`config.mk`:
```
export PLATFORM = sky130hd
export DESIGN_NAME = segment_window_merge_filter_top_flat
export DESIGN_NICKNAME = d
export VERILOG_FILES = /design/src/hw/rtl/swmf_pkg.sv /design/src/hw/rtl/swmf_if.sv /design/src/hw/rtl/segment_window_merge_filter_top.sv /design/src/flat_wrapper.sv
export SDC_FILE = /design/constraint.sdc
export NUM_CORES = 2
export LEC_CHECK = 0
export ABC_CLOCK_PERIOD_IN_PS = 23700
export BUFFER_PORTS_ARGS = -buffer_cell sky130_fd_sc_hd__buf_2
export CAP_MARGIN = 20
export CORE_ASPECT_RATIO = 1.25
export CORE_UTILIZATION = 60
export CTS_CLUSTER_DIAMETER = 40
export DETAILED_ROUTE_END_ITERATION = 6
export PLACE_DENSITY = 0.77
export SYNTH_ARGS = -nofsm -noshare
export SYNTH_HDL_FRONTEND = slang
export SYNTH_SLANG_ARGS = --single-unit
```
`constraint.sdc`:
```
create_clock -name clk_i -period 23.7 [get_ports clk_i]
set_input_delay 3.555 -clock clk_i [delete_from_list [all_inputs] [get_ports clk_i]]
set_output_delay 3.555 -clock clk_i [all_outputs]
set_load 0.02 [all_outputs]
```
`src/hw/rtl/swmf_pkg.sv`:
```
package swmf_pkg;

  // Frame index width used inside the block
  localparam int unsigned TIME_BITS_DEF = 32;

  // Fixed field widths of the channels and registers
  localparam int unsigned FIELD_W   = 32;
  localparam int unsigned WIN_LEN_W = 32;
  localparam int unsigned THR_W     = 24;
  localparam int unsigned PROD_W    = WIN_LEN_W + THR_W;
  localparam int unsigned CFG_IDX_W = 1;
  localparam int unsigned CFG_DATA_W = 32;

  // Fraction bits of the Q8.16 threshold
  localparam int unsigned THR_FRAC = 16;

  // Register reset values
  localparam logic [WIN_LEN_W-1:0] WIN_LEN_RST = WIN_LEN_W'(100);
  localparam logic [THR_W-1:0]     THR_RST     = THR_W'(32768);

  // Register indexes
  localparam logic [CFG_IDX_W-1:0] CFG_WIN_LENGTH = 1'b0;
  localparam logic [CFG_IDX_W-1:0] CFG_THRESHOLD  = 1'b1;

  // Request codes
  typedef enum logic {
    REQ_SEGMENT = 1'b0,
    REQ_FLUSH   = 1'b1
  } req_type_e;

endpackage

```
`src/hw/rtl/swmf_if.sv`:
```
// Segment input channel
interface swmf_in_if;
  logic                             valid;
  logic                             ready;
  logic                             req_type;
  logic [swmf_pkg::FIELD_W-1:0]     seg_begin;
  logic [swmf_pkg::FIELD_W-1:0]     seg_length;

  modport source (output valid, req_type, seg_begin, seg_length, input ready);
  modport sink   (input valid, req_type, seg_begin, seg_length, output ready);
endinterface

// Merged segment output channel
interface swmf_out_if;
  logic                             valid;
  logic                             ready;
  logic [swmf_pkg::FIELD_W-1:0]     out_begin;
  logic [swmf_pkg::FIELD_W-1:0]     out_length;
  logic [swmf_pkg::FIELD_W-1:0]     covered_frames;

  modport source (output valid, out_begin, out_length, covered_frames, input ready);
  modport sink   (input valid, out_begin, out_length, covered_frames, output ready);
endinterface

```
`src/hw/rtl/segment_window_merge_filter_top.sv`:
```
// Segment window merge filter. Takes one word per cycle on in_i (a segment or an
// end-of-list flush) unless stalled by out_o or a pending configuration write:
// each word passes an input register, then compare/add logic that updates the
// window state and loads the output register, from which a merged segment is
// presented on out_o. Back-pressure on out_o stalls both stages. A window
// closes when a segment ends beyond start + win_length, or on a flush; it is
// emitted only if covered frames are non-zero and covered * 2^16 >=
// threshold_q16 * win_length. That product is registered from the configuration
// registers, and in_i is held not ready in the cycle after a configuration write
// while prod_q is updated. Frame values wider than TIME_BITS saturate.
module segment_window_merge_filter_top #(
  parameter int unsigned TIME_BITS = swmf_pkg::TIME_BITS_DEF
) (
  input  logic                                clk_i,
  input  logic                                rst_ni,
  input  logic                                cfg_we_i,
  input  logic [swmf_pkg::CFG_IDX_W-1:0]      cfg_idx_i,
  input  logic [swmf_pkg::CFG_DATA_W-1:0]     cfg_data_i,
  swmf_in_if.sink                             in_i,
  swmf_out_if.source                          out_o
);

  localparam int unsigned TW     = TIME_BITS;
  localparam int unsigned SUM_W  = ((TW > swmf_pkg::WIN_LEN_W) ? TW : swmf_pkg::WIN_LEN_W) + 1;
  localparam int unsigned FRQ_W  = TW + swmf_pkg::THR_FRAC;
  localparam int unsigned CMP_W  = (FRQ_W > swmf_pkg::PROD_W) ? FRQ_W : swmf_pkg::PROD_W;
  localparam logic [63:0] TIME_MAX = (64'(1) << TW) - 64'(1);

  // configuration registers and threshold product
  logic [swmf_pkg::WIN_LEN_W-1:0] win_len_q;
  logic [swmf_pkg::THR_W-1:0]     thr_q;
  logic [swmf_pkg::PROD_W-1:0]    prod_q;
  logic                           cfg_pend_q;

  always_ff @(posedge clk_i or negedge rst_ni) begin
    if (!rst_ni) begin
      win_len_q  <= swmf_pkg::WIN_LEN_RST;
      thr_q      <= swmf_pkg::THR_RST;
      prod_q     <= swmf_pkg::PROD_W'(swmf_pkg::THR_RST) *
                    swmf_pkg::PROD_W'(swmf_pkg::WIN_LEN_RST);
      cfg_pend_q <= 1'b0;
    end else begin
      cfg_pend_q <= cfg_we_i;
      prod_q     <= swmf_pkg::PROD_W'(thr_q) * swmf_pkg::PROD_W'(win_len_q);
      if (cfg_we_i) begin
        unique case (cfg_idx_i)
          swmf_pkg::CFG_WIN_LENGTH: win_len_q <= cfg_data_i[swmf_pkg::WIN_LEN_W-1:0];
          swmf_pkg::CFG_THRESHOLD:  thr_q     <= cfg_data_i[swmf_pkg::THR_W-1:0];
          default: ;
        endcase
      end
    end
  end

  // input saturation to the frame width
  logic [TW-1:0] begin_sat, len_sat;
  assign begin_sat = (64'(in_i.seg_begin) > TIME_MAX) ? '1 : TW'(in_i.seg_begin);
  assign len_sat   = (64'(in_i.seg_length) > TIME_MAX) ? '1 : TW'(in_i.seg_length);

  // input register
  logic          in_vld_q;
  logic          in_flush_q;
  logic [TW-1:0] in_begin_q;
  logic [TW-1:0] in_len_q;
  logic          fire;
  logic          in_acc;

  assign in_i.ready = !cfg_pend_q && (!in_vld_q || fire);
  assign in_acc     = in_i.valid && in_i.ready;

  always_ff @(posedge clk_i or negedge rst_ni) begin
    if (!rst_ni) begin
      in_vld_q <= 1'b0;
    end else if (in_acc) begin
      in_vld_q <= 1'b1;
    end else if (fire) begin
      in_vld_q <= 1'b0;
    end
  end

  always_ff @(posedge clk_i) begin
    if (in_acc) begin
      in_flush_q <= (in_i.req_type == swmf_pkg::REQ_FLUSH);
      in_begin_q <= begin_sat;
      in_len_q   <= len_sat;
    end
  end

  // window state
  logic          win_open_q;
  logic [TW-1:0] win_start_q;
  logic [TW-1:0] win_frames_q;
  logic [TW:0]   win_last_q;

  // absorb test, coverage test and merged span
  logic          out_vld_q;
  logic [TW:0]   excl;
  logic [SUM_W-1:0] limit;
  logic          absorb;
  logic [TW:0]   frames_sum;
  logic [TW-1:0] frames_sat;
  logic          qualify;
  logic          emit;
  logic [TW:0]   span_diff;
  logic [TW-1:0] span;

  assign fire       = in_vld_q && (!out_vld_q || out_o.ready);
  assign excl       = (TW+1)'(in_begin_q) + (TW+1)'(in_len_q);
  assign limit      = SUM_W'(win_start_q) + SUM_W'(win_len_q);
  assign absorb     = !in_flush_q && win_open_q && (SUM_W'(excl) <= limit);
  assign frames_sum = (TW+1)'(win_frames_q) + (TW+1)'(in_len_q);
  assign frames_sat = frames_sum[TW] ? '1 : frames_sum[TW-1:0];
  assign qualify    = win_open_q && (win_frames_q != '0) &&
                      (CMP_W'({win_frames_q, {swmf_pkg::THR_FRAC{1'b0}}}) >= CMP_W'(prod_q));
  assign emit       = qualify && !absorb;
  assign span_diff  = win_last_q - (TW+1)'(win_start_q);
  assign span       = (win_last_q <= (TW+1)'(win_start_q)) ? TW'(1) :
                      (span_diff[TW] ? '1 : span_diff[TW-1:0]);

  always_ff @(posedge clk_i or negedge rst_ni) begin
    if (!rst_ni) begin
      win_open_q   <= 1'b0;
      win_start_q  <= '0;
      win_frames_q <= '0;
      win_last_q   <= '0;
    end else if (fire) begin
      if (in_flush_q) begin
        win_open_q <= 1'b0;
      end else if (absorb) begin
        win_frames_q <= frames_sat;
        win_last_q   <= excl;
      end else begin
        win_open_q   <= 1'b1;
        win_start_q  <= in_begin_q;
        win_frames_q <= in_len_q;
        win_last_q   <= excl;
      end
    end
  end

  // output register
  logic [swmf_pkg::FIELD_W-1:0] out_begin_q, out_length_q, out_cov_q;

  always_ff @(posedge clk_i or negedge rst_ni) begin
    if (!rst_ni) begin
      out_vld_q <= 1'b0;
    end else if (fire) begin
      out_vld_q <= emit;
    end else if (out_o.ready) begin
      out_vld_q <= 1'b0;
    end
  end

  always_ff @(posedge clk_i) begin
    if (fire && emit) begin
      out_begin_q  <= swmf_pkg::FIELD_W'(win_start_q);
      out_length_q <= swmf_pkg::FIELD_W'(span);
      out_cov_q    <= swmf_pkg::FIELD_W'(win_frames_q);
    end
  end

  assign out_o.valid          = out_vld_q;
  assign out_o.out_begin      = out_begin_q;
  assign out_o.out_length     = out_length_q;
  assign out_o.covered_frames = out_cov_q;

endmodule
```
`src/flat_wrapper.sv`:
```
// flat-port wrapper written by rule: the top's interface ports become plain ports
module segment_window_merge_filter_top_flat 
#(
  parameter int unsigned TIME_BITS = swmf_pkg::TIME_BITS_DEF
)
  (clk_i, rst_ni, cfg_we_i, cfg_idx_i, cfg_data_i, in_i_valid, in_i_req_type, in_i_seg_begin, in_i_seg_length, in_i_ready, out_o_valid, out_o_out_begin, out_o_out_length, out_o_covered_frames, out_o_ready);
  swmf_in_if in_i_i ();
  swmf_out_if out_o_i ();
  input  logic clk_i;
  input  logic rst_ni;
  input  logic cfg_we_i;
  input  logic [swmf_pkg::CFG_IDX_W-1:0] cfg_idx_i;
  input  logic [swmf_pkg::CFG_DATA_W-1:0] cfg_data_i;
  input wire logic [$bits(in_i_i.valid)-1:0] in_i_valid;
  input wire logic [$bits(in_i_i.req_type)-1:0] in_i_req_type;
  input wire logic [$bits(in_i_i.seg_begin)-1:0] in_i_seg_begin;
  input wire logic [$bits(in_i_i.seg_length)-1:0] in_i_seg_length;
  output wire logic [$bits(in_i_i.ready)-1:0] in_i_ready;
  output wire logic [$bits(out_o_i.valid)-1:0] out_o_valid;
  output wire logic [$bits(out_o_i.out_begin)-1:0] out_o_out_begin;
  output wire logic [$bits(out_o_i.out_length)-1:0] out_o_out_length;
  output wire logic [$bits(out_o_i.covered_frames)-1:0] out_o_covered_frames;
  input wire logic [$bits(out_o_i.ready)-1:0] out_o_ready;
  assign in_i_i.valid = in_i_valid;
  assign in_i_i.req_type = in_i_req_type;
  assign in_i_i.seg_begin = in_i_seg_begin;
  assign in_i_i.seg_length = in_i_seg_length;
  assign in_i_ready = in_i_i.ready;
  assign out_o_valid = out_o_i.valid;
  assign out_o_out_begin = out_o_i.out_begin;
  assign out_o_out_length = out_o_i.out_length;
  assign out_o_covered_frames = out_o_i.covered_frames;
  assign out_o_i.ready = out_o_ready;
  segment_window_merge_filter_top #(.TIME_BITS(TIME_BITS)) u_core (.clk_i(clk_i), .rst_ni(rst_ni), .cfg_we_i(cfg_we_i), .cfg_idx_i(cfg_idx_i), .cfg_data_i(cfg_data_i), .in_i(in_i_i), .out_o(out_o_i));
endmodule
```
==> impl_metrics.tcl <==
set metrics [dict create \
    die_area_sq_um 76600 \
    maxCapViolCount 0 \
    drc 69 \
    violations "design-rule violations" \
    core_sq_um 74700 \
    ys_seq_area_share_pct 22.5 \
    setup_viol 0 \
    yosys-top-cells-area "fa_1 (29%), dfrtp_1 (11%), edfxtp_1 (11%), ha_1 (10%), inv_1 (6.8%)" \
    startpoint "out_o_ready" \
    gp_congestion 1.02 \
    ys_types 85 \
    antenna_found_initial 9 \
    drive_above_1_share_pct 9.63 \
    grt_first_pass_wirelength_um 206000 \
    synthAdderAreaFrac_pct 39.6 \
    cp_num_cells 4 \
    slowest_delay_ns 0.19 \
    synthArstFlopShare_pct 57.0 \
    r2r-start "u_core.thr_q[15]" \
    rsz0062_at_grt "false" \
    critPathLaunchType "primary input" \
    synth_top_area_share_pct 29.2 \
    viasPerCell 6.01 \
    hold_path_startpoint "u_core.win_last_q[15]" \
    cp.required_ns 20.15 \
    cp_num_buf_inv 2 \
    syn_area_per_cell_sq_um 9.59 \
    grt_pass1_vias 37408 \
    ys_warn_count 0 \
    clock-sinks 374 \
    critPathMostFrequentCell "buf_2" \
    cp_data_arrival_time_ns 4.12 \
    nets 5975 \
    yosys-top-cells-count "inv_1 (825), fa_1 (662), nand2_1 (602)" \
    synth_nets 5867 \
    post_cts_buffers 0 \
    synth_flop_cell "dfrtp_1" \
    dp_cells 5746 \
    synth_mux_area_share_pct 1.71 \
    synth_top_family_by_area "adder cells" \
    status "finished with violations" \
    yosysMostFrequentCell "inv_1" \
    cts_tree "done" \
    cts_resized 0 \
    synth_compound_area_share_pct 10.2 \
    root_buffer "clkbuf_16" \
    ys_ff_latch 374 \
    final.setup.tns_ns 0 \
    maxSlewViolCount 0 \
    crit_path_end_kind "output pin" \
    syn_inst 4727 \
    cp_top_family "buffers and inverters" \
    clk-insertion-delay-late_ns 0.63 \
    port_buffers 200 \
    synth_top_area_cell "fa_1" \
    ios 201 \
    antenna_left 0 \
    cts.path.max_buffers 3 \
    cp_max_fo 4 \
    syn_area_sq_um 45300 \
    grt_max_degree 77 \
    hold_end "u_core.win_last_q[15]" \
    crit_type "in -> out" \
    fin_worst_skew_ns 0.0457 \
    die_w_um 248 \
    hold_path_class "reg -> reg" \
    path_clk_slew_ns 0.06 \
    groute.usage.overall_pct 35.6 \
    first_iter_violations 2809 \
    slowest_stage "nor2b_1" \
    clock.fmax_mhz 130 \
    worstHoldPathCells 2 \
    routedWlPerCell_um 22.6 \
    fin_cells 5851 \
    initial_utilization_pct 60.7 \
    synth_edf_count 161 \
    layout-area-overhead-vs-synth_pct 8.46 \
    numCtsBuffers 53 \
    r2r_slack_ns 16.05 \
    dp_hpwl_um 98300 \
    fp.dieH_um 309 \
    drt-total-wl_um 132000 \
    htree_levels 2 \
    synthXorXnorAreaFrac_pct 3.13 \
    grt_remaining_overflow 0 \
    synth-simple-area-share_pct 14.3 \
    via_count 35161 \
    r2r-end "u_core.prod_q[51]" \
    slew-limit-headroom_pct 34.5 \
    worstMarginPinSlew_ns 0.983 \
    crit_chain "buf_2 -> nor2b_1 -> a21oi_1 -> buf_2" \
    hold_slack_ns 0.488 \
    period_share_pct 32.4 \
    rows 112 \
    min_period_ns 7.67 \
    dr.pass1.iters 7 \
    hold_violations 0 \
    ff2ff_path_depth 21 \
    hold_buffers 0 \
]
[kinds of logic (layout without fill, tap and decap cells)]
kind of cell | after synthesis | count (layout)
other | 0 | 2
multiplexers | 69 | 69
buffers and inverters | 1034 | 1187
flip-flops | 374 | 374
adder cells (fa/ha/maj) | 1037 | 1037
AO/OA/AOI/OAI | 736 | 736
AND/OR/NAND/NOR | 1315 | 1315
XOR/XNOR | 162 | 162
[per-layer routing]
| layer | global-route usage [%] | vias up | wire [um] |
|---|---|---|---|
| met2 | 59.6 | 1877 | 63500 |
| met1 | 42.6 | 17440 | 47800 |
| met5 | 0 | - | 70 |
| met3 | 7.22 | 511 | 11900 |
| met4 | 20.2 | 10 | 8820 |
| li1 | - | 15323 | - |
[worst min-delay path, delay by kind of cell (launching register included)]
family           cells  cell delay [ns]
AND/OR/NAND/NOR      2             0.10
flip-flops           1             0.35
[area by class of cell]
class / instances / area [sq um]
Clock buffer: 64 / 1430
Multi-Input combinational cell: 3319 / 31300
Inverter: 825 / 3100
Clock inverter: 36 / 398
Antenna cell: 2 / 5.00
Tap cell: 969 / 1210
Fill cell: 6004 / 25500
Timing Repair Buffer: 262 / 1530
Sequential cell: 374 / 10200
[metrics by stage]
stage | area, sq um | utilization [%] | setup slack (ns)
after floorplan | 45300 | - | 13.56
after global placement | 47200 | 63.2 | 16.06
after detailed placement | 47200 | 63.2 | 16.00
after CTS | 49100 | 65.7 | 15.91
after global routing | 49100 | 65.8 | 15.78
final | 49100 | 65.8 | 16.03
[cells in the final DEF, fill, tap and decap left out, drive strengths merged, types with 98 or more instances in the layout]
cell	instances
buf	262
dfrtp	206
o21ai	172
nor2	98
a21o	119
inv	842
ha	375
a21oi	223
nand2	602
edfxtp	161
and2	401
xnor2	99
fa	662
[worst max path at each step]
| stage | to |
|---|---|
| after floorplan | u_core.out_o.valid |
| after global placement | in_i_ready |
| after detailed placement | u_core.prod_q[51] |
| after CTS | u_core.prod_q[51] |
| after global routing | u_core.prod_q[51] |
| final | in_i_ready |
[sequential cells by signal, indices dropped and copies added (netlist names)]
name	flops
u_core.out_o.out_length	32
u_core.win_last_q	33
u_core.in_flush_q	1
u_core.thr_q	24
u_core.win_frames_q	32
u_core.out_o.out_begin	32
u_core.win_open_q	1
u_core.out_o.covered_frames	32
u_core.in_vld_q	1
u_core.prod_q	56
u_core.win_start_q	32
u_core.out_o.valid	1
u_core.cfg_pend_q	1
u_core.win_len_q	32
u_core.in_len_q	32
u_core.in_begin_q	32
Power is left out: the tool's default activity adds up to more than one toggle a clock period on the data nets, which glitch-free logic cannot reach.
